File: src/hdl/assert_macros.svh
// Assertion macros shared by the depth back-projection RTL.
`ifndef ASSERT_MACROS_SVH
`define ASSERT_MACROS_SVH
`ifndef SYNTHESIS
// Property that must hold at every clock edge outside reset.
`define ASSERT_AT(lbl, ck, rn, prop) \
    lbl: assert property (@(posedge ck) disable iff (!rn) (prop)) \
        else $error("assertion failed");
// Condition that must never be true outside reset.
`define ASSERT_NEVER(lbl, ck, rn, cond) \
    lbl: assert property (@(posedge ck) disable iff (!rn) !(cond)) \
        else $error("forbidden condition seen");
`else
`define ASSERT_AT(lbl, ck, rn, prop)
`define ASSERT_NEVER(lbl, ck, rn, cond)
`endif
`endif

File: src/hdl/dpp_pkg.sv
// Constants shared by the depth back-projection modules.
`timescale 1ns / 1ps
package dpp_pkg;
    // Configuration register indexes
    localparam logic [2:0] REG_FOCAL_X  = 3'd0;
    localparam logic [2:0] REG_FOCAL_Y  = 3'd1;
    localparam logic [2:0] REG_CENTER_X = 3'd2;
    localparam logic [2:0] REG_CENTER_Y = 3'd3;
    localparam logic [2:0] REG_DEPTH_ENC = 3'd4;

    // Depth encodings
    localparam logic ENC_MM    = 1'b0;
    localparam logic ENC_FLOAT = 1'b1;

    // Reset values
    localparam logic [31:0] FOCAL_RESET = 32'd32768000;

    // Saturation limits in Q16.16
    localparam logic [31:0] Q_POS_MAX = 32'h7FFF_FFFF;
    localparam logic [31:0] Q_NEG_MAX = 32'h8000_0000;
    localparam logic [30:0] Z_MAX     = 31'h7FFF_FFFF;

    // Millimetre to Q16.16 metres: floor(((raw << 16) + 500) / 1000)
    localparam logic [31:0] MM_ROUND = 32'd500;
    localparam logic [29:0] MM_RECIP = 30'd549755814; // ceil(2^36 / 125)
    localparam int          MM_SHIFT = 36;

    // binary32 fields
    localparam logic [7:0] FLT_EXP_SPECIAL = 8'hFF;
    localparam logic [7:0] FLT_EXP_Q16     = 8'd134;
    localparam logic [7:0] FLT_MAX_LSHIFT  = 8'd8;
    localparam logic [7:0] FLT_MAX_RSHIFT  = 8'd24;

    // Projection lane: three arithmetic stages, one per quotient bit, one final
    localparam int DIV_STEPS   = 32;
    localparam int PROJ_LAT    = DIV_STEPS + 4;
    localparam int QUEUE_DEPTH = 4;
endpackage

File: src/hdl/dpp_front.sv
// Front part: classifies the raw depth word and converts it to Q16.16 metres.
`timescale 1ns / 1ps
module dpp_front
    import dpp_pkg::*;
(
    input  logic        depth_encoding,
    input  logic [31:0] depth_word,
    output logic [30:0] z,
    output logic        z_valid
);
    logic [7:0]  ex;
    logic [7:0]  ex_eff;
    logic [23:0] man;
    logic        flt_ok;
    logic [7:0]  shamt;
    logic [31:0] lsh;
    logic [47:0] rsh;
    logic [24:0] rnd;
    logic [30:0] z_flt;
    logic [15:0] raw;
    logic [31:0] mm_num;
    logic [58:0] mm_prod;

    // Float metres: exponent and mantissa, subnormals use exponent one.
    always_comb
    begin
        ex     = depth_word[30:23];
        ex_eff = (ex == 8'd0) ? 8'd1 : ex;
        man    = {(ex != 8'd0), depth_word[22:0]};
        flt_ok = (ex != FLT_EXP_SPECIAL) && !depth_word[31]
                 && !((ex == 8'd0) && (depth_word[22:0] == 23'd0));
        shamt  = '0;
        lsh    = '0;
        rsh    = '0;
        rnd    = '0;
        if (ex_eff >= FLT_EXP_Q16)
        begin
            shamt = ex_eff - FLT_EXP_Q16;
            lsh   = {8'd0, man} << shamt[2:0];
            if (shamt >= FLT_MAX_LSHIFT || lsh[31])
            begin
                z_flt = Z_MAX;
            end
            else
            begin
                z_flt = lsh[30:0];
            end
        end
        else
        begin
            shamt = FLT_EXP_Q16 - ex_eff;
            if (shamt > FLT_MAX_RSHIFT)
            begin
                z_flt = '0;
            end
            else
            begin
                // Round half up on the first bit shifted out.
                rsh   = {man, 24'd0} >> shamt[4:0];
                rnd   = {1'b0, rsh[47:24]} + {24'd0, rsh[23]};
                z_flt = 31'(rnd);
            end
        end
    end

    // Millimetres: divide by 1000 through a reciprocal of 125 after a shift by three.
    always_comb
    begin
        raw     = depth_word[15:0];
        mm_num  = {raw, 16'd0} + MM_ROUND;
        mm_prod = 59'(mm_num[31:3]) * 59'(MM_RECIP);
    end

    // Select the encoding; an invalid depth carries zero.
    always_comb
    begin
        if (depth_encoding == ENC_FLOAT)
        begin
            z_valid = flt_ok;
            z       = flt_ok ? z_flt : '0;
        end
        else
        begin
            z_valid = (raw != 16'd0);
            z       = 31'(mm_prod[58:MM_SHIFT]);
        end
    end
endmodule

File: config.mk
export PLATFORM = sky130hd
export DESIGN_NAME = dpp_front
export DESIGN_NICKNAME = d
export VERILOG_FILES = /design/src/hdl/assert_macros.svh /design/src/hdl/dpp_pkg.sv /design/src/hdl/dpp_front.sv
export SDC_FILE = /design/constraint.sdc
export NUM_CORES = 1
export LEC_CHECK = 0
export BUFFER_PORTS_ARGS = -buffer_cell sky130_fd_sc_hd__buf_2
export CAP_MARGIN = 40
export CORE_UTILIZATION = 40
export DETAILED_ROUTE_END_ITERATION = 10
export GPL_ROUTABILITY_DRIVEN = 0
export PLACE_DENSITY = 0.56
export SETUP_SLACK_MARGIN = 0.02
export SYNTH_ARGS = -nofsm -noshare
export SYNTH_HDL_FRONTEND = slang
export SYNTH_SLANG_ARGS = --single-unit
File: constraint.sdc
create_clock -name vclk -period 10.05
set_clock_uncertainty 0.2 [all_clocks]
set_input_delay 1.5075 -clock vclk [all_inputs]
set_output_delay 1.5075 -clock vclk [all_outputs]
set_load 0.01 [all_outputs]
Word level (Yosys, flattened, before mapping)
Index checks and enable logic that the tools add are counted.
Cells by class
  $add $sub $neg: 4
  $mul: 1
  $lt $le $gt $ge: 3
  equal/unequal tests: 1
  shift operators: 2
  muxes and demuxes: 7
  reduce and logical (&&, ||, !) cells: 10
Operators with widths (number)
  31-bit 2-to-1 mux: 4
  29-bit by 29-bit multiplier with 58-bit output (second input constant): 1
  48-bit by 5-bit right shift with 48-bit output: 1
  32-bit by 9-bit adder with 32-bit output (second input constant): 1
  24-bit by 3-bit << shifter with 32-bit output: 1
  24-bit by 1-bit adder with 25-bit output: 1
  25-bit 2-to-1 mux: 1
  23-bit zero test: 1
  16-bit nonzero test: 1
  8-bit by 4-bit greater-or-equal comparator with 1-bit output (second input constant): 1
  8-bit greater-or-equal comparator (second input constant): 1
  8-bit by 5-bit greater-than comparator with 1-bit output (second input constant): 1
  8-bit zero test: 1
  8-bit 2-to-1 mux: 1
  8-bit != test (second input constant): 1
  8-bit nonzero test: 1
  8-bit subtractor (first input constant): 1
  8-bit subtractor (second input constant): 1
  1-bit logical AND: 3
  1-bit zero test: 2
  1-bit logical OR: 1
  1-bit 2-to-1 mux: 1
Word-level totals
  register bits after elaboration: 0
  logic and storage cells: 28

Depth between registers and ports, before layout
Gate-level depths: netlist of the first run.
  word-level depth: 9
  mapped depth: 27

Least setup slack after synthesis of the first run
No wires, ideal clock.
  path kind: in2out
  from: input depth_word[15]
  to: output z[21]
  arrival: 8.027 ns
  required time: 8.343 ns
  slack: 0.315 ns
  cell stages on the path: 25
  path buffers: 1
  cell sequence: clkbuf_1 -> inv_1 -> ha_1 -> inv_1 -> fa_1 -> inv_1 -> ha_1 -> fa_1 -> fa_1 -> inv_1 -> fa_1 -> inv_1 -> fa_1 -> ha_1 -> ha_1 -> a21o_1 -> a21o_1 -> a221oi_1 -> o2111ai_1 -> a211oi_1 -> nor4_1 -> o21ai_0 -> a21oi_1 -> o32a_1 -> o31ai_1
On the way
  word-level cells in the longest chain between the ends: 6
Ends and longest elaborated chain
  start: declaration: line dpp_front.sv:7  | input logic [31:0] depth_word,
  parallel branches: the longest is 5 deep, another holds 29-bit by 29-bit multiplier with 58-bit output
  31-bit 2-to-1 mux (*): line dpp_front.sv:77  | if (depth_encoding == ENC_FLOAT)
  end: declaration: line dpp_front.sv:8  | output logic [30:0] z,
Every way passes the cells marked *.

Final worst setup path of the first run
  from: input depth_word[6]
  to: output z[20]
The elaborated chain is that of the path after synthesis.

==> qor.csv, run 1 <==
metric;value;unit
dpl hpwl;37980;microns
Hold Vio Cnt, Final;0;
Flop pwr share;0;
worst setup path category;in -> out;
Post-Syn Area;12360;sq um
Max VDD drop;0.0004420;V
Multi-input gate area;11420;sq um
Synth Net Count;1972;
final max-slew violation count;0;
Synth top area share;0.2621;
Worst Tran Pin Value;0.9115;ns
Die Span Y;177.8;microns
Clk pwr share;0;
Max Fclk;101.8;MHz
P_sw;3131;uW
via count;12040;
hold_sp;depth_encoding;
Core Area;30030;sq um
nature of the critical path startpoint;input port;
hold buffer count at cts;0;
post-synthesis sequential area ratio;0;
Inst Count DP;2034;
Tcrit/Tclk final;0.9777;
Max Fanout on Critical Path;15;
leak pwr;0.007166;uW
Critical Path Max Stage Delay;0.58;ns
Ys Warns;0;
Routed WL;45610;microns
Total Power;5658;uW
Critical Path Start;depth_word[6];
Unique masters post-synth;84;
Int Pwr;2526;uW
CP required;8.34;ns
flip-flop and latch area;0;sq um
pin count of the biggest net entering global routing;50;
max-cap viol count;0;
post-layout min period;9.826;ns
Avg Cell Area, Syn;8.017;sq um
Comb power frac;1.000;
biggest area consumer among synthesized cells;ha_1;
antenna-violating nets left;0;
PortBufs;65;
GRT Residual Overflow;0;
Critical-path top delay cell;fa_1;
share of layout cells above drive strength 1;0.1654;
hold depth;3;
crit path DAT;8.12;ns
status;finished clean;
die area;31610;sq um
chip width;177.8;microns
worst path buffer plus inverter count;7;
CP top delay family;adder cells;
most frequent cell after synthesis;inv_1;
Detailed Routing Iterations Pass 1;5;
post-route insts no fill;2041;
RSZ-0062 raised after global routing;true;
Post-Syn Instances;1542;
Finish-stage setup viols;0;
Hold EP;z[18];
drt initial violations;1173;
Final #Nets;2083;
Synth area leaders;ha_1, fa_1, inv_1, a21oi_1, nor2_1;
routed len/inst;22.35;microns
Slew Limit Headroom;0.3859;
power per cell area;398.2;nW/um^2
worst min-delay path class;in -> out;
vias in the first global route;12180;
Residual DRC;0;
sw frac;0.5535;
first-pass GRT wire length;70610;microns
n_diodes;0;
P&R area growth vs syn;14.94;%
post-DR vias/cell;5.899;
Synth top cells by count;inv_1, ha_1, fa_1;
CLK BUF;0;
Initial Util;0.4116;
crit-path most repeated cell;buf_4;
FFs & Latches;0;
I/O pin count;65;
Setup crit end kind;output port;
fillers;2998;
initial antenna violation count;1;
Tot GR Track Use;0.2932;
cell row count;63;
==> through the flow <==
| step | util | instance area [sq um] | hold slack (ns) | worst slack, ns | TNS [ns] |
|---|---|---|---|---|---|
| 2_1_floorplan | - | 12360 | 3.149 | 0.3152 | 0 |
| 3_3_place_gp | 0.4565 | 13710 | 3.377 | -0.1674 | -0.6442 |
| 3_5_place_dp | 0.4574 | 13740 | 3.393 | -0.3665 | -1.415 |
| 4_1_cts | 0.4589 | 13780 | 3.391 | 0.02815 | 0 |
| 5_1_grt | 0.4731 | 14210 | 3.445 | -0.05898 | -0.09759 |
| 6_report | 0.4731 | 14210 | 3.391 | 0.2237 | 0 |
==> power by group through the flow <==
stage               combinational [uW]  clock [uW]  sequential, uW
finish                            5660           0               0
global route                      6270           0               0
CTS                               5000           0               0
detailed placement                4870           0               0
global placement                  4830           0               0
floorplan                         3200           0               0
==> placed cells by master, fill, tap and decap left out, types with 10 or more instances in the layout <==
cell      netlist  layout
buf_4           0     117
nand2_1        79      77
nor2b_1        11      11
o21ai_0        65      60
mux2i_1        19      19
ha_1          259     241
a211oi_1       17      13
o21a_1         10      10
nor2_1         92      92
inv_1         265     259
a31oi_1        15      15
xnor2_1        25      25
o22ai_1        19      19
xor2_1         20      19
nand3_1        27      27
buf_2          17      62
a22oi_1        12      12
nor3_1         27      25
a21oi_1       105     102
ha_4            0      17
nand4_1        16      16
a21o_1         30      30
fa_1          138     132
o211ai_1       17      17
nand2b_1       15      14
nor4_1         12      10
==> what timing repair did <==
item                                    CTS  global route
endpoints found under the hold margin     0             0
gates resized for setup                   8            66
gates cloned                              0             0
buffers inserted                          1             6
endpoints found under the setup margin   11            15
pin swaps                                 2            29
==> area by class of cell <==
| cell class | instances | area share |
|---|---|---|
| repair buffers | 188 | 0.09123 |
| inverters | 267 | 0.07089 |
| well taps | 390 | 0.03434 |
| multi-input cells | 1196 | 0.8035 |
==> tightest hold or removal path: cells and delay by family <==
family / cells / cell delay, ns
AOI/OAI and AO/OA: 1 / 0.19
buffers and inverters: 2 / 0.38
==> logic make-up (layout without fill, tap and decap cells) <==
group | count (synthesis) | in the layout | share of synthesized area
AOI/OAI and AO/OA | 388 | 388 | 0.2105
xor gates and xnor gates | 46 | 46 | 0.03320
adders and majority gates | 397 | 397 | 0.4856
buffers and inverters | 346 | 455 | 0.1069
muxes | 28 | 28 | 0.02631
and+or+nand+nor | 337 | 337 | 0.1374
==> worst max-delay path by stage <==
stage             to  cells past startpoint
3_3_place_gp   z[21]                     28
3_5_place_dp   z[21]                     26
4_1_cts        z[19]                     28
6_report       z[20]                     26
2_1_floorplan  z[21]                     25
5_1_grt        z[20]                     29
==> layer usage <==
metal,routed length (microns),global-route usage,vias to the layer above
li1,-,-,5588
met1,19950,0.3979,5822
met2,20860,0.4850,513
met4,1876,0.09580,2
met3,2910,0.02956,115
met5,13,0,-
No activity file was read; power rests on OpenSTA's default activity.
==> run 2, diff against run 1 <==
--- a/config.mk
+++ b/config.mk
@@ -10,7 +10,7 @@
 export CORE_UTILIZATION = 40
 export DETAILED_ROUTE_END_ITERATION = 10
 export GPL_ROUTABILITY_DRIVEN = 0
-export PLACE_DENSITY = 0.56
+export PLACE_DENSITY_LB_ADDON = 0.25
 export SETUP_SLACK_MARGIN = 0.02
 export SYNTH_ARGS = -nofsm -noshare
 export SYNTH_HDL_FRONTEND = slang
==> qor.csv, run 2 (same netlist as run 1, synthesis figures left out) <==
metric;value;unit;change
Max Fclk;101.8;MHz;about the same
nature of the critical path startpoint;input port;;
Final Util;0.4593;;-0.01379
final max-slew violation count;0;;unchanged
antenna-violating nets left;0;;unchanged
routed len/inst;21.68;microns;-3.0%
share of layout cells above drive strength 1;0.1411;;-0.02427
CLK BUF;0;;unchanged
Max Fanout on Critical Path;4;;-11
Final #Nets;2041;;-2.0%
Core Area;30030;sq um;unchanged
commonest non-fill, non-tap cells in the layout;inv_1, ha_1, fa_1;;
GRT Residual Overflow;0;;unchanged
cell row count;63;;unchanged
pin count of the biggest net entering global routing;54;;+8.0%
leak pwr;0.006920;uW;-3.4%
Finish-stage setup viols;0;;unchanged
Critical-path top delay cell;fa_1;;
first-pass GRT wire length;66900;microns;-5.3%
worst setup path category;in -> out;;
drt initial violations;1514;;+29%
RSZ-0062 raised after global routing;true;;
Tot GR Track Use;0.2767;;-0.01643
Residual DRC;0;;unchanged
DP Area;13470;sq um;-2.0%
initial antenna violation count;1;;unchanged
PortBufs;65;;unchanged
max-cap viol count;0;;unchanged
Tcrit/Tclk final;0.9778;;about the same
status;finished clean;;
worst min-delay path class;in -> out;;
Detailed Routing Iterations Pass 1;6;;+1
vias in the first global route;11690;;-4.0%
Setup crit end kind;output port;;
Final Instance Area;13790;sq um;-2.9%
flip-flop and latch area;0;sq um;unchanged
post-layout min period;9.827;ns;+0.0006650 ns
Max VDD drop;0.0004396;V;-0.53%
via count;11860;;-1.5%
chip width;177.8;microns;unchanged
die area;31610;sq um;unchanged
commonest non-fill, non-tap cell in the layout;inv_1;;
dpl hpwl;35710;microns;-6.0%
Hold Vio Cnt, Final;0;;unchanged
Routed WL;43350;microns;-5.0%
Die Span Y;177.8;microns;unchanged
FFs & Latches;0;;unchanged
Critical Path Max Stage Delay;0.54;ns;-0.04 ns
Worst Tran Pin Value;0.9419;ns;+0.03034 ns
I/O pin count;65;;unchanged
crit path DAT;8.12;ns;about the same
P&R area growth vs syn;11.59;%;
CP required;8.34;ns;about the same
power per cell area;373.4;nW/um^2;-6.2%
Slew Limit Headroom;0.3654;;-0.02044
fillers;3042;;+1.5%
post-DR vias/cell;5.929;;+0.50%
Initial Util;0.4116;;unchanged
[run 2: cell types whose count changed in the layout (fill, tap and decap cells not counted), moves of 3 or more]
cell and delta:
buf_4 -38, ha_2 +4, ha_4 -4, a211oi_2 +3, buf_6 -3
[run 2: report_power, final]
part / internal [uW] / switching, uW
sequential: 0 / 0
clock: 0.0000133 / 0
combinational: 2280 / 2870
[run 2: cell type report]
type	instances	area, sq um	area share
multi-input cells	1196	11330	0.8211
inverters	267	1002	0.07265
well taps	390	488.0	0.03537
repair buffers	146	974.7	0.07066
diodes	1	2.502	0.0001814
[run 2: metrics by stage]
stage	power, uW	cells	hold slack [ns]	setup WS, ns	setup TNS, ns
final	5151	2000	3.402	0.2230	0
after global routing	5746	1999	3.421	-0.02540	-0.04814
after CTS	4767	1996	3.388	0.02623	0
after global placement	4634	1995	3.382	0.007095	0
after detailed placement	4645	1996	3.384	-0.1068	-0.3393
after floorplan	3197	1542	3.149	0.3152	0
[run 2: repair_timing]
action,CTS,global route
resized for setup,7,49
setup endpoints to repair,9,15
pin swaps,3,28
hold buffers,0,0
endpoints found under the hold margin,0,0
buffers inserted,0,3
[run 2: critical path: cells and delay by family]
family | cells | cell delay [ns]
compound gates | 9 | 1.42
fa+ha+maj | 9 | 3.84
buf+inv | 11 | 1.00
xor+xnor | 1 | 0.33
[run 2: layer usage]
layer  vias up  wire length [microns]  global-route usage
li1       5505                      -                   -
met1      5673                  18570              0.3827
met2       568                  20000              0.4601
met3       111                   3266             0.02314
met4         0                   1515             0.07479
met5         -                      0                   0
[run 2: worst paths after layout]
check,cells after the start,slack (ns),to,from
hold / removal,3,3.40,z[18],depth_encoding
setup / recovery,30,0.22,z[19],depth_word[7]
