## src/hdl/assert_macros.svh

```systemverilog
// Assertion macros shared by the depth back-projection RTL.
`ifndef ASSERT_MACROS_SVH
`define ASSERT_MACROS_SVH
`ifndef SYNTHESIS
// Property that must hold at every clock edge outside reset.
`define ASSERT_AT(lbl, ck, rn, prop) \
    lbl: assert property (@(posedge ck) disable iff (!rn) (prop)) \
        else $error("assertion failed");
// Condition that must never be true outside reset.
`define ASSERT_NEVER(lbl, ck, rn, cond) \
    lbl: assert property (@(posedge ck) disable iff (!rn) !(cond)) \
        else $error("forbidden condition seen");
`else
`define ASSERT_AT(lbl, ck, rn, prop)
`define ASSERT_NEVER(lbl, ck, rn, cond)
`endif
`endif

```

## src/hdl/dpp_pkg.sv

```systemverilog
// Constants shared by the depth back-projection modules.
`timescale 1ns / 1ps
package dpp_pkg;
    // Configuration register indexes
    localparam logic [2:0] REG_FOCAL_X  = 3'd0;
    localparam logic [2:0] REG_FOCAL_Y  = 3'd1;
    localparam logic [2:0] REG_CENTER_X = 3'd2;
    localparam logic [2:0] REG_CENTER_Y = 3'd3;
    localparam logic [2:0] REG_DEPTH_ENC = 3'd4;

    // Depth encodings
    localparam logic ENC_MM    = 1'b0;
    localparam logic ENC_FLOAT = 1'b1;

    // Reset values
    localparam logic [31:0] FOCAL_RESET = 32'd32768000;

    // Saturation limits in Q16.16
    localparam logic [31:0] Q_POS_MAX = 32'h7FFF_FFFF;
    localparam logic [31:0] Q_NEG_MAX = 32'h8000_0000;
    localparam logic [30:0] Z_MAX     = 31'h7FFF_FFFF;

    // Millimetre to Q16.16 metres: floor(((raw << 16) + 500) / 1000)
    localparam logic [31:0] MM_ROUND = 32'd500;
    localparam logic [29:0] MM_RECIP = 30'd549755814; // ceil(2^36 / 125)
    localparam int          MM_SHIFT = 36;

    // binary32 fields
    localparam logic [7:0] FLT_EXP_SPECIAL = 8'hFF;
    localparam logic [7:0] FLT_EXP_Q16     = 8'd134;
    localparam logic [7:0] FLT_MAX_LSHIFT  = 8'd8;
    localparam logic [7:0] FLT_MAX_RSHIFT  = 8'd24;

    // Projection lane: three arithmetic stages, one per quotient bit, one final
    localparam int DIV_STEPS   = 32;
    localparam int PROJ_LAT    = DIV_STEPS + 4;
    localparam int QUEUE_DEPTH = 4;
endpackage

```

## src/hdl/dpp_queue.sv

```systemverilog
// Small synchronous queue between the pipeline parts.
`timescale 1ns / 1ps
`include "assert_macros.svh"
module dpp_queue
    import dpp_pkg::*;
#(
    parameter int WIDTH = 8,
    parameter int DEPTH = 4
)
(
    input  logic             clk,
    input  logic             rst_n,
    input  logic             push,
    input  logic [WIDTH-1:0] din,
    output logic             full,
    input  logic             pop,
    output logic [WIDTH-1:0] dout,
    output logic             empty
);
    localparam int AW = $clog2(DEPTH);

    logic [WIDTH-1:0] mem [0:DEPTH-1];
    logic [AW-1:0]    wr_ptr_reg;
    logic [AW-1:0]    rd_ptr_reg;
    logic [AW:0]      count_reg;
    logic             do_push;
    logic             do_pop;

    assign full    = (count_reg == (AW+1)'(DEPTH));
    assign empty   = (count_reg == '0);
    assign do_push = push && !full;
    assign do_pop  = pop && !empty;
    assign dout    = mem[rd_ptr_reg];

    // Storage is written at the tail.
    always_ff @(posedge clk)
    begin
        if (do_push)
        begin
            mem[wr_ptr_reg] <= din;
        end
    end

    // Pointers and fill count.
    always_ff @(posedge clk or negedge rst_n)
    begin
        if (!rst_n)
        begin
            wr_ptr_reg <= '0;
            rd_ptr_reg <= '0;
            count_reg  <= '0;
        end
        else
        begin
            if (do_push)
            begin
                wr_ptr_reg <= wr_ptr_reg + 1'b1;
            end
            if (do_pop)
            begin
                rd_ptr_reg <= rd_ptr_reg + 1'b1;
            end
            if (do_push && !do_pop)
            begin
                count_reg <= count_reg + 1'b1;
            end
            else if (do_pop && !do_push)
            begin
                count_reg <= count_reg - 1'b1;
            end
        end
    end

    `ASSERT_NEVER(a_count_bound, clk, rst_n, count_reg > (AW+1)'(DEPTH))
    `ASSERT_AT(a_count_up, clk, rst_n, (do_push && !do_pop) |=> (count_reg == $past(count_reg) + 1'b1))
    `ASSERT_AT(a_count_down, clk, rst_n, (do_pop && !do_push) |=> (count_reg == $past(count_reg) - 1'b1))
endmodule

```

## config.mk

```make
export PLATFORM = sky130hd
export DESIGN_NAME = dpp_queue
export DESIGN_NICKNAME = d
export VERILOG_FILES = /design/src/hdl/dpp_pkg.sv /design/src/hdl/dpp_queue.sv
export VERILOG_INCLUDE_DIRS = /design/src /design/src/hdl
export SDC_FILE = /design/constraint.sdc
export NUM_CORES = 1
export LEC_CHECK = 0
export BUFFER_PORTS_ARGS = -buffer_cell sky130_fd_sc_hd__buf_2
export CAP_MARGIN = 0
export CORE_MARGIN = 10
export CORE_UTILIZATION = 59
export CTS_CLUSTER_SIZE = 30
export DETAILED_ROUTE_END_ITERATION = 10
export GPL_TIMING_DRIVEN = 0
export PLACE_DENSITY = 0.85
export SLEW_MARGIN = 25
export SYNTH_ARGS = -nofsm -noshare
export SYNTH_HDL_FRONTEND = slang
export SYNTH_SLANG_ARGS = --single-unit
```

## constraint.sdc

```tcl
create_clock -name clk -period 3.15 [get_ports clk]
set_clock_uncertainty 0.15 [all_clocks]
set_input_delay 0.1575 -clock clk [delete_from_list [all_inputs] [get_ports clk]]
set_output_delay 0.1575 -clock clk [all_outputs]
set_load 0.005 [all_outputs]
```

# After elaboration in Yosys (flattened, before gate mapping)
# Memory sizes are Yosys's and may differ from the RTL's.
# Index checks and enable logic that the tools add are counted.
op_classes:
  add_sub_neg: 4
  eq_ne: 1
  mux: 4
  n_reduce_logical: 10
op_table:
  columns: ["op", "n"]
  rows:
  - ["$mux W3", 2]
  - ["$add A2 B1 Y2 const B", 2]
  - ["$logic_and A1 B1 Y1", 4]
  - ["$logic_not A1 Y1", 4]
  - ["$add A3 B1 Y3 const B", 1]
  - ["$eq A3 B3 Y1 const B", 1]
  - ["$logic_not A3 Y1", 1]
  - ["$sub A3 B1 Y3 const B", 1]
  - ["$mux W1", 2]
  - ["$reduce_bool A2 Y1", 1]
totals:
  ff_bits: 7
  ramBits: 32
  inputBits: 12
  mem_count: 1
memory_table:
  columns: ["memory", "depth", "word_bits", "rd", "rd_ports_with_merged_regs", "write_ports", "line", "text"]
  rows:
  - ["mem", 4, 8, 1, 0, 1, "dpp_queue.sv:22", "logic [WIDTH-1:0] mem [0:DEPTH-1];"]

# Logic depth before layout (Yosys ltp)
# Gate-level depths: netlist of the first run.
depth:
  word_depth: 7
  mapped_depth: 9
  ltp_nobuf: 8

# Worst setup path before layout of the first run
# No wires, ideal clock.
synth_path:
  path_kind: "register -> register"
  startpoint: "reg count_reg[0]"
  endpoint: "reg count_reg[2]"
  setup_time_ns: 0.079
  t_arrival_ns: 1.884
  t_required_ns: 2.921
  path_slack_ns: 1.037
  path_stages_with_launch: 9
  synth_period_minus_slack_ns: 2.113
  cell_sequence: "dfrtp_1 > nor3_1 > nand2b_1 > ha_1 > inv_1 > fa_1 > xor2_1 > nor2_1 > xor2_1"
synth_between:
  elab_chain_cells: 6
  word_cells_on_any_way: 15
synth_lines:
  columns: ["item", "line", "text"]
  rows:
  - ["from (decl)", "dpp_queue.sv:25", "logic [AW:0] count_reg;"]
  - ["from (signal assigned)", "dpp_queue.sv:65", "count_reg <= count_reg + 1'b1;"]
  - ["from (signal assigned)", "dpp_queue.sv:69", "count_reg <= count_reg - 1'b1;"]
  - ["$logic_not A3 Y1 (*)", "dpp_queue.sv:30", "assign empty = (count_reg == '0);"]
  - ["named net empty", "dpp_queue.sv:18", "output logic empty"]
  - ["$logic_not A1 Y1 (*)", "dpp_queue.sv:32", "assign do_pop = pop && !empty;"]
  - ["$logic_and A1 B1 Y1 (*)", "dpp_queue.sv:32", null]
  - ["$logic_not A1 Y1", "dpp_queue.sv:63", "if (do_push && !do_pop)"]
  - ["$logic_and A1 B1 Y1", "dpp_queue.sv:63", null]
  - ["$mux W3 / $reduce_bool A2 Y1 (equally long branches)", null, null]
# The timed path passes the listed nets; every way through them passes the cells marked *. The select of a mux whose other input is x is not followed.
# A chain may end at the register's enable or synchronous reset.

# Worst setup path after layout of the first run
layout_path:
  startpoint: "reg count_reg[0]"
  endpoint: "reg count_reg[2]"
layout_between:
  elab_chain_cells: 6
  word_cells_on_any_way: 15
layout_lines:
  columns: ["item"]
  rows:
  - ["branches (longest 6 deep; another with $sub A3 B1 Y3)"]
# Several ways; the timed one is not identified. The select of a mux whose other input is x is not followed.

==> results of run 1 <==
-- cells in the mapped netlist --
library cell	n	area share
sky130_fd_sc_hd__edfxtp_1	32	0.60
sky130_fd_sc_hd__nand2b_1	1	0.0039
sky130_fd_sc_hd__buf_2	1	0.0031
sky130_fd_sc_hd__dfrtp_1	7	0.11
sky130_fd_sc_hd__nor3_1	1	0.0031
sky130_fd_sc_hd__fa_1	1	0.013
sky130_fd_sc_hd__clkbuf_1	1	0.0024
sky130_fd_sc_hd__nor2b_2	1	0.0055
sky130_fd_sc_hd__xor2_1	2	0.011
sky130_fd_sc_hd__mux2_2	1	0.0071
sky130_fd_sc_hd__inv_1	3	0.0071
sky130_fd_sc_hd__mux4_2	8	0.11
sky130_fd_sc_hd__mux2_4	1	0.0094
sky130_fd_sc_hd__nor3b_4	1	0.012
sky130_fd_sc_hd__buf_6	1	0.0071
sky130_fd_sc_hd__nor2_1	1	0.0024
sky130_fd_sc_hd__nand3b_1	1	0.0047
sky130_fd_sc_hd__xnor2_1	4	0.022
sky130_fd_sc_hd__and2_2	4	0.019
sky130_fd_sc_hd__ha_1	5	0.039
-- per-stage QoR --
stage	hold slack [ps]	cells	cell area, um^2
final	50.1	145	1880
after global routing	54.1	145	1880
after CTS	23.5	145	1880
after detailed placement	-155	128	1730
after global placement	-155	128	1730
after floorplan	-288	77	1590
-- repair_timing --
item                       CTS  global route
setup endpoints to repair    0             0
hold buffers                10             0
hold endpoints to repair    40             0
resized for setup            0             0
-- cell families after synthesis --
family,synth area share
flops,0.715
mux,0.130
simple gates,0.0504
xor+xnor,0.0331
buf+inv,0.0197
fa+ha+maj,0.0520
-- layout make-up --
type	count	area, um^2	share of cell area
multi-input cells	32	422	0.225
clock inverters	2	8.76	0.00466
flip-flops and latches	39	1140	0.605
clock buffers	5	37.5	0.0200
well taps	30	37.5	0.0200
plain buffers	3	20.0	0.0107
repair buffers	31	205	0.109
inverters	3	11.3	0.00600
-- where the power goes --
group          internal (W)  total, W  switching [W]  leakage [nW]
Clock             0.0000792  0.000222       0.000143        0.0285
Combinational      0.000302  0.000571       0.000268         0.310
Sequential         0.000699  0.000770      0.0000708         0.375
-- worst max path at each step --
stage | startpoint | endpoint | slack [ps] | cells after the start
final | count_reg[0] | count_reg[2] | 840 | 8
after detailed placement | count_reg[0] | count_reg[2] | 890 | 8
after global placement | count_reg[0] | count_reg[2] | 980 | 8
after floorplan | count_reg[0] | count_reg[2] | 1040 | 8
after global routing | count_reg[0] | count_reg[2] | 690 | 8
after CTS | count_reg[0] | count_reg[2] | 850 | 8
-- routing by layer --
metal	wire (um)	GRT usage	vias to the layer above
met1	1060	0.111	420
li1	-	-	366
met2	1580	0.204	29
met4	42	0.0581	0
met3	160	0.0435	8
met5	0	0	-
==> out/qor.txt, run 1 <==
OUTCOME
------------------------------------------------------------------------------
Result of the run                                                 finished, final reports clean

FINAL LAYOUT
------------------------------------------------------------------------------
Post-layout utilization of the core                                      0.745
Antenna diode count                                                          0
Leading cell type in the layout, fill and taps excluded           sky130_fd_sc_hd__edfxtp_1
Number of nets in the finished design                                      133
Fraction of layout instances using a drive strength above 1              0.391
Synthesis-to-layout area growth                                          18.2%
Fill cells                                                                 160
Max FFs per register                                                        32
Most frequent cells in the layout                                 sky130_fd_sc_hd__edfxtp_1, sky130_fd_sc_hd__buf_2, sky130_fd_sc_hd__dlygate4sd3_1

STA
------------------------------------------------------------------------------
Slew at the pin with the worst max-slew slack                           570 ps
Setup slack of the critical path after layout                           839 ps
Slew HR                                                                  0.620
Final worst path period share                                            0.734
Final slew viol count                                                        0
Setup Total Neg Slack                                                     0 ps
Fin. Hold Viols                                                              0
Final critical-path required period                                    2310 ps
Top achievable clock speed                                           0.433 GHz
Final count of negative-setup-slack endpoints                                0
RSZ-0062 raised after global routing                                        no

CLOCK NETWORK
------------------------------------------------------------------------------
Insertion delay of the later-clocked pin in the worst-skew pair         320 ps
Number of clock buffers inserted by TritonCTS                                5
Clock-pin transition on the worst setup and hold timing paths           100 ps
Maximum buffer depth of the clock tree                                       2
Number of buffers inserted by post-CTS setup repair                          0
Root cell of the clock tree                                       sky130_fd_sc_hd__clkbuf_4
Htree depth                                                                  2
Number of sinks driven by the clock tree                                    39
TritonCTS clock tree                                                     built

LOGIC SYNTHESIS
------------------------------------------------------------------------------
Post-Syn Instances                                                          77
Sequential element share of the synthesized area                         0.715
Yosys reg bits                                                              39
Distinct cell type count of the synthesized netlist                         20
Cell area after synthesis                                            1590 um^2
Yosys Warn Count                                                             0
Synthesized Nets                                                            95
Syn_area_per_cell                                                    20.6 um^2

FLOORPLAN
------------------------------------------------------------------------------
Initial core utilization                                                 0.630
Die width                                                              71.9 um
Die ar.                                                              5170 um^2
Count of standard-cell rows                                                 18
Die height                                                             71.9 um
Core Footprint                                                       2520 um^2
Top-level I/O count                                                         22

CRITICAL PATH
------------------------------------------------------------------------------
Worst flop-to-flop path startpoint                                count_reg[0]
Critical R2R Capture                                              count_reg[2]
Critical path's top delay family                                  simple AND/OR/NAND/NOR gates
Maximum fanout count along the critical path                                 4
Number of buffer and inverter stages on the critical path                    1
Flop-to-flop setup slack                                                840 ps
Cell with the biggest individual delay on the critical path       sky130_fd_sc_hd__dfrtp_1
Kind of start point of the critical path                             flip-flop
Number of cells on the worst reg-to-reg path                                 8
Critical Path Most Common Cell                                    sky130_fd_sc_hd__xor2_1
Sequence of cells on the critical path                            nor3_1 -> nand2b_1 -> ha_1 -> inv_1 -> fa_1 -> xor2_1 -> nor2_1 -> xor2_1
Data required, critical path                                           3250 ps
Largest stage delay on the critical path                                480 ps
Crit Path Class                                                     reg -> reg
Type of element capturing the critical path                          flip-flop
Worst EP arrival                                                       2410 ps

PWR
------------------------------------------------------------------------------
Post-route total power                                               0.00156 W
Reported leakage power                                                0.714 nW
Power density relative to cell area                                832 nW/um^2
Worst IR drop on VDD                                                  0.544 mV

DRT
------------------------------------------------------------------------------
1st-pass router iterations                                                   4
Drt drc                                                                      0
Routed WL per cell                                                     19.6 um
Iter 0 DRT Violations                                                       43
ANT nets after route                                                         0
Count of vias placed by the detailed router                                823
Drt via density                                                           5.68
Final WL                                                               2.85 mm

WORST HOLD PATH
------------------------------------------------------------------------------
Path class of the lowest-slack min-delay path                      in -> async

GRT
------------------------------------------------------------------------------
Maximum number of pins on one net before global-route repair                12
Antenna violations before repair                                             0
Overall fraction of global-route tracks in use                           0.114
Vias in the first global route                                             928
Final global-route overflow total                                            0
First-pass GRT wire length                                             4.46 mm

PLACED DESIGN
------------------------------------------------------------------------------
Post-placement worst setup slack                                        889 ps
Routability Congestion                                                   0.695
Buffers added on ports                                                      21
Final HPWL from detailed placement                                     1.99 mm

RUN
------------------------------------------------------------------------------
Max-cap check violation count                                                0

Note: power is estimated with default switching activity, not from simulation.
==> inputs of run 2 (changes only) <==
--- a/config.mk
+++ b/config.mk
@@ -6,14 +6,15 @@
 export SDC_FILE = /design/constraint.sdc
 export NUM_CORES = 1
 export LEC_CHECK = 0
+export ABC_AREA = 1
 export BUFFER_PORTS_ARGS = -buffer_cell sky130_fd_sc_hd__buf_2
 export CAP_MARGIN = 0
 export CORE_MARGIN = 10
-export CORE_UTILIZATION = 59
+export CORE_UTILIZATION = 56
 export CTS_CLUSTER_SIZE = 30
 export DETAILED_ROUTE_END_ITERATION = 10
 export GPL_TIMING_DRIVEN = 0
-export PLACE_DENSITY = 0.85
+export PLACE_DENSITY = 0.81
 export SLEW_MARGIN = 25
 export SYNTH_ARGS = -nofsm -noshare
 export SYNTH_HDL_FRONTEND = slang
==> constraint.sdc (replaced) <==
create_clock -name clk -period 2.3 [get_ports clk]
set_clock_uncertainty 0.15 [all_clocks]
set_input_delay 0.115 -clock clk [delete_from_list [all_inputs] [get_ports clk]]
set_output_delay 0.115 -clock clk [all_outputs]
set_load 0.005 [all_outputs]
==> run 2 against run 1 <==
Flip-flop and latch count unchanged. Maximum frequency increased by 13%. Sequential share of layout area decreased by 6.1 points. Final area increased by 11%. Synthesized area increased by 9.1%. Via count increased by 45%. Worst setup slack got worse by 580 ps. Synthesized cell count increased by 100%. Routed wire length increased by 24%. Clock power increased by 110%. Highest routed layer unchanged.
==> out/qor.txt, run 2 <==
CRITICAL PATH
------------------------------------------------------------------------------
Worst flop-to-flop path startpoint                                count_reg[0]
Worst EP arrival                                                       2130 ps
Kind of start point of the critical path                             flip-flop
Maximum fanout count along the critical path                                 7
Flop-to-flop setup slack                                                260 ps
Data required, critical path                                           2390 ps
Launching element of the worst setup path                         count_reg[0]
Type of element capturing the critical path                          flip-flop
Crit Path Class                                                     reg -> reg

GRT
------------------------------------------------------------------------------
GR Layer Usage met3                                                     0.0443
Global routing usage on met1                                             0.160
Vias in the first global route                                           1,262
Most used routing layer in global routing                                 met2
Final global-route overflow total                                            0
Overall fraction of global-route tracks in use                           0.144
Maximum number of pins on one net before global-route repair                15
Global routing usage on met2                                             0.252
First-pass GRT wire length                                             6.02 mm
Antenna violations before repair                                             0

CLOCK NETWORK
------------------------------------------------------------------------------
TritonCTS clock tree                                                     built
Root cell of the clock tree                                       sky130_fd_sc_hd__clkbuf_4
Clock-pin transition on the worst setup and hold timing paths           120 ps
Htree depth                                                                  2
Number of clock buffers inserted by TritonCTS                                5
Insertion delay of the later-clocked pin in the worst-skew pair         350 ps
Maximum buffer depth of the clock tree                                       2
Number of sinks driven by the clock tree                                    39

FLOORPLAN
------------------------------------------------------------------------------
Count of standard-cell rows                                                 20
Die height                                                             75.7 um
Die width                                                              75.7 um
Core Footprint                                                       3000 um^2
Initial core utilization                                                 0.577
Top-level I/O count                                                         22
Die ar.                                                              5720 um^2

STA
------------------------------------------------------------------------------
Final worst path period share                                            0.886
Fin. Hold Viols                                                              0
Final critical-path required period                                    2040 ps
Slew HR                                                                  0.420
Final count of negative-setup-slack endpoints                                0
Slew at the pin with the worst max-slew slack                           866 ps
Top achievable clock speed                                           0.491 GHz
RSZ-0062 raised after global routing                                        no
Setup slack of the critical path after layout                           263 ps
Final slew viol count                                                        0
Setup Total Neg Slack                                                     0 ps

LOGIC SYNTHESIS
------------------------------------------------------------------------------
Most repeated cell in the gate-level netlist after synthesis      sky130_fd_sc_hd__nand2_1
Distinct cell type count of the synthesized netlist                         16
Number of synthesized flops with an enable pin                              32
Biggest area consumer among synthesized cells                     sky130_fd_sc_hd__edfxtp_1
Post-Syn Instances                                                         154
Leading post-synthesis cells by cell area                         sky130_fd_sc_hd__edfxtp_1, sky130_fd_sc_hd__dfrtp_1, sky130_fd_sc_hd__nand2_1, sky130_fd_sc_hd__inv_1, sky130_fd_sc_hd__o211ai_1
Synthesized Nets                                                           172
Share of synthesized registers carrying an async set or reset            0.179
Cell area after synthesis                                            1730 um^2
Synth top cells by count                                          sky130_fd_sc_hd__nand2_1, sky130_fd_sc_hd__edfxtp_1, sky130_fd_sc_hd__inv_1
Syn_area_per_cell                                                    11.3 um^2
Yosys reg bits                                                              39
Leading register cell type out of synthesis                       sky130_fd_sc_hd__edfxtp_1
Yosys Warn Count                                                             0
Sequential element share of the synthesized area                         0.655
Top-area cell type share of the netlist area                             0.554

PLACED DESIGN
------------------------------------------------------------------------------
Placed cells                                                               208
Routability Congestion                                                   0.712
Final HPWL from detailed placement                                     2.39 mm
Buffers added on ports                                                      21
Post-placement worst setup slack                                        220 ps

FINAL LAYOUT
------------------------------------------------------------------------------
Synthesis-to-layout area growth                                          20.4%
Max FFs per register                                                        32
Antenna diode count                                                          0
Fraction of layout instances using a drive strength above 1              0.185
Most frequent cells in the layout                                 sky130_fd_sc_hd__nand2_1, sky130_fd_sc_hd__inv_1, sky130_fd_sc_hd__edfxtp_1
Number of nets in the finished design                                      212
Number of standard cells in the final layout excluding fillers             228
Leading cell type in the layout, fill and taps excluded           sky130_fd_sc_hd__nand2_1
Fill cells                                                                 226

PWR
------------------------------------------------------------------------------
Power density relative to cell area                               1190 nW/um^2
Reported leakage power                                                0.962 nW
Worst IR drop on VDD                                                  0.698 mV

DRT
------------------------------------------------------------------------------
1st-pass router iterations                                                   7
Iter 0 DRT Violations                                                       81
ANT nets after route                                                         0
Routed WL per cell                                                     15.5 um
Drt via density                                                           5.23
Final WL                                                               3.54 mm
Count of vias placed by the detailed router                              1,192
Drt drc                                                                      0

RUN
------------------------------------------------------------------------------
Max-cap check violation count                                                0

OUTCOME
------------------------------------------------------------------------------
Result of the run                                                 finished, final reports clean

WORST HOLD PATH
------------------------------------------------------------------------------
Min-Delay Startpoint                                                    din[7]
Path class of the lowest-slack min-delay path                        in -> reg

## run 2: cell types whose count changed in the layout (fill, tap and decap cells not counted), sizes merged, moves of 2 or more
cell / change
mux4: -8
nor2: +3
xor2: -2
inv: +32
and2: -4
nand3: +7
dlygate4sd3: +2
o211ai: +16
xnor2: -3
nand2: +41
mux2: -2
## run 2: final cells by class
type,instances,area (um^2),area share
Timing Repair Buffer,33,225,0.108
Multi-Input combinational cell,77,429,0.206
Tap cell,33,41.3,0.0198
Buffer,4,43.8,0.0210
Clock inverter,3,47.5,0.0228
Inverter,34,128,0.0611
Sequential cell,39,1140,0.544
Clock buffer,5,37.5,0.0180
## run 2: timing repair
| item | 4_1_cts | 5_1_grt |
|---|---|---|
| setup endpoints to repair | 0 | 2 |
| gates resized for setup | 0 | 1 |
| hold endpoints to repair | 43 | 0 |
| hold buffers | 12 | 0 |
| setup buffers | 0 | 0 |
## run 2: final timing paths
kind / end / cells past startpoint
worst max-delay path: count_reg[1] / 9
worst max register to register: count_reg[1] / 9
min in group asynchronous: count_reg[0] / 3
worst min-delay path: mem[3][7] / 2
max in group asynchronous: count_reg[1] / 3
worst min register to register: count_reg[2] / 2
## run 2: metal layers
layer	share of wire	vias to the layer above
li1	-	587
met1	0.40	553
met2	0.53	45
met3	0.052	7
met4	0.016	0
met5	0	-
## run 2: power breakdown
group	internal (W)	switching (W)	leakage (nW)
registers	0.000951	0.0000824	0.378
clock network	0.000234	0.000242	0.0458
logic	0.000387	0.000597	0.539
## run 2: kinds of logic after synthesis
kind of cell	synth area share
fa+ha+maj	0.0476
buf+inv	0.0988
xor+xnor	0.00505
compound gates	0.0722
simple gates	0.121
flops	0.655
## run 2: through the flow
step / hold slack, ps / area [um^2] / utilization / total power [W]
2_1_floorplan: -331 / 1730 / - / 0.00168
3_3_place_gp: -197 / 1880 / 0.626 / 0.00195
3_5_place_dp: -194 / 1880 / 0.626 / 0.00203
4_1_cts: 331 / 2090 / 0.695 / 0.00252
5_1_grt: 344 / 2090 / 0.695 / 0.00271
6_report: 350 / 2090 / 0.695 / 0.00249
## run 2: worst max-delay path: stages, from the launching register on
cell	delay [ps]
sky130_fd_sc_hd__dfrtp_1	460
sky130_fd_sc_hd__inv_1	90
sky130_fd_sc_hd__nand3_1	160
sky130_fd_sc_hd__nand2_2	180
sky130_fd_sc_hd__inv_1	60
sky130_fd_sc_hd__ha_1	200
sky130_fd_sc_hd__inv_1	80
sky130_fd_sc_hd__fa_1	410
sky130_fd_sc_hd__nand2_1	70
sky130_fd_sc_hd__o21ai_0	70
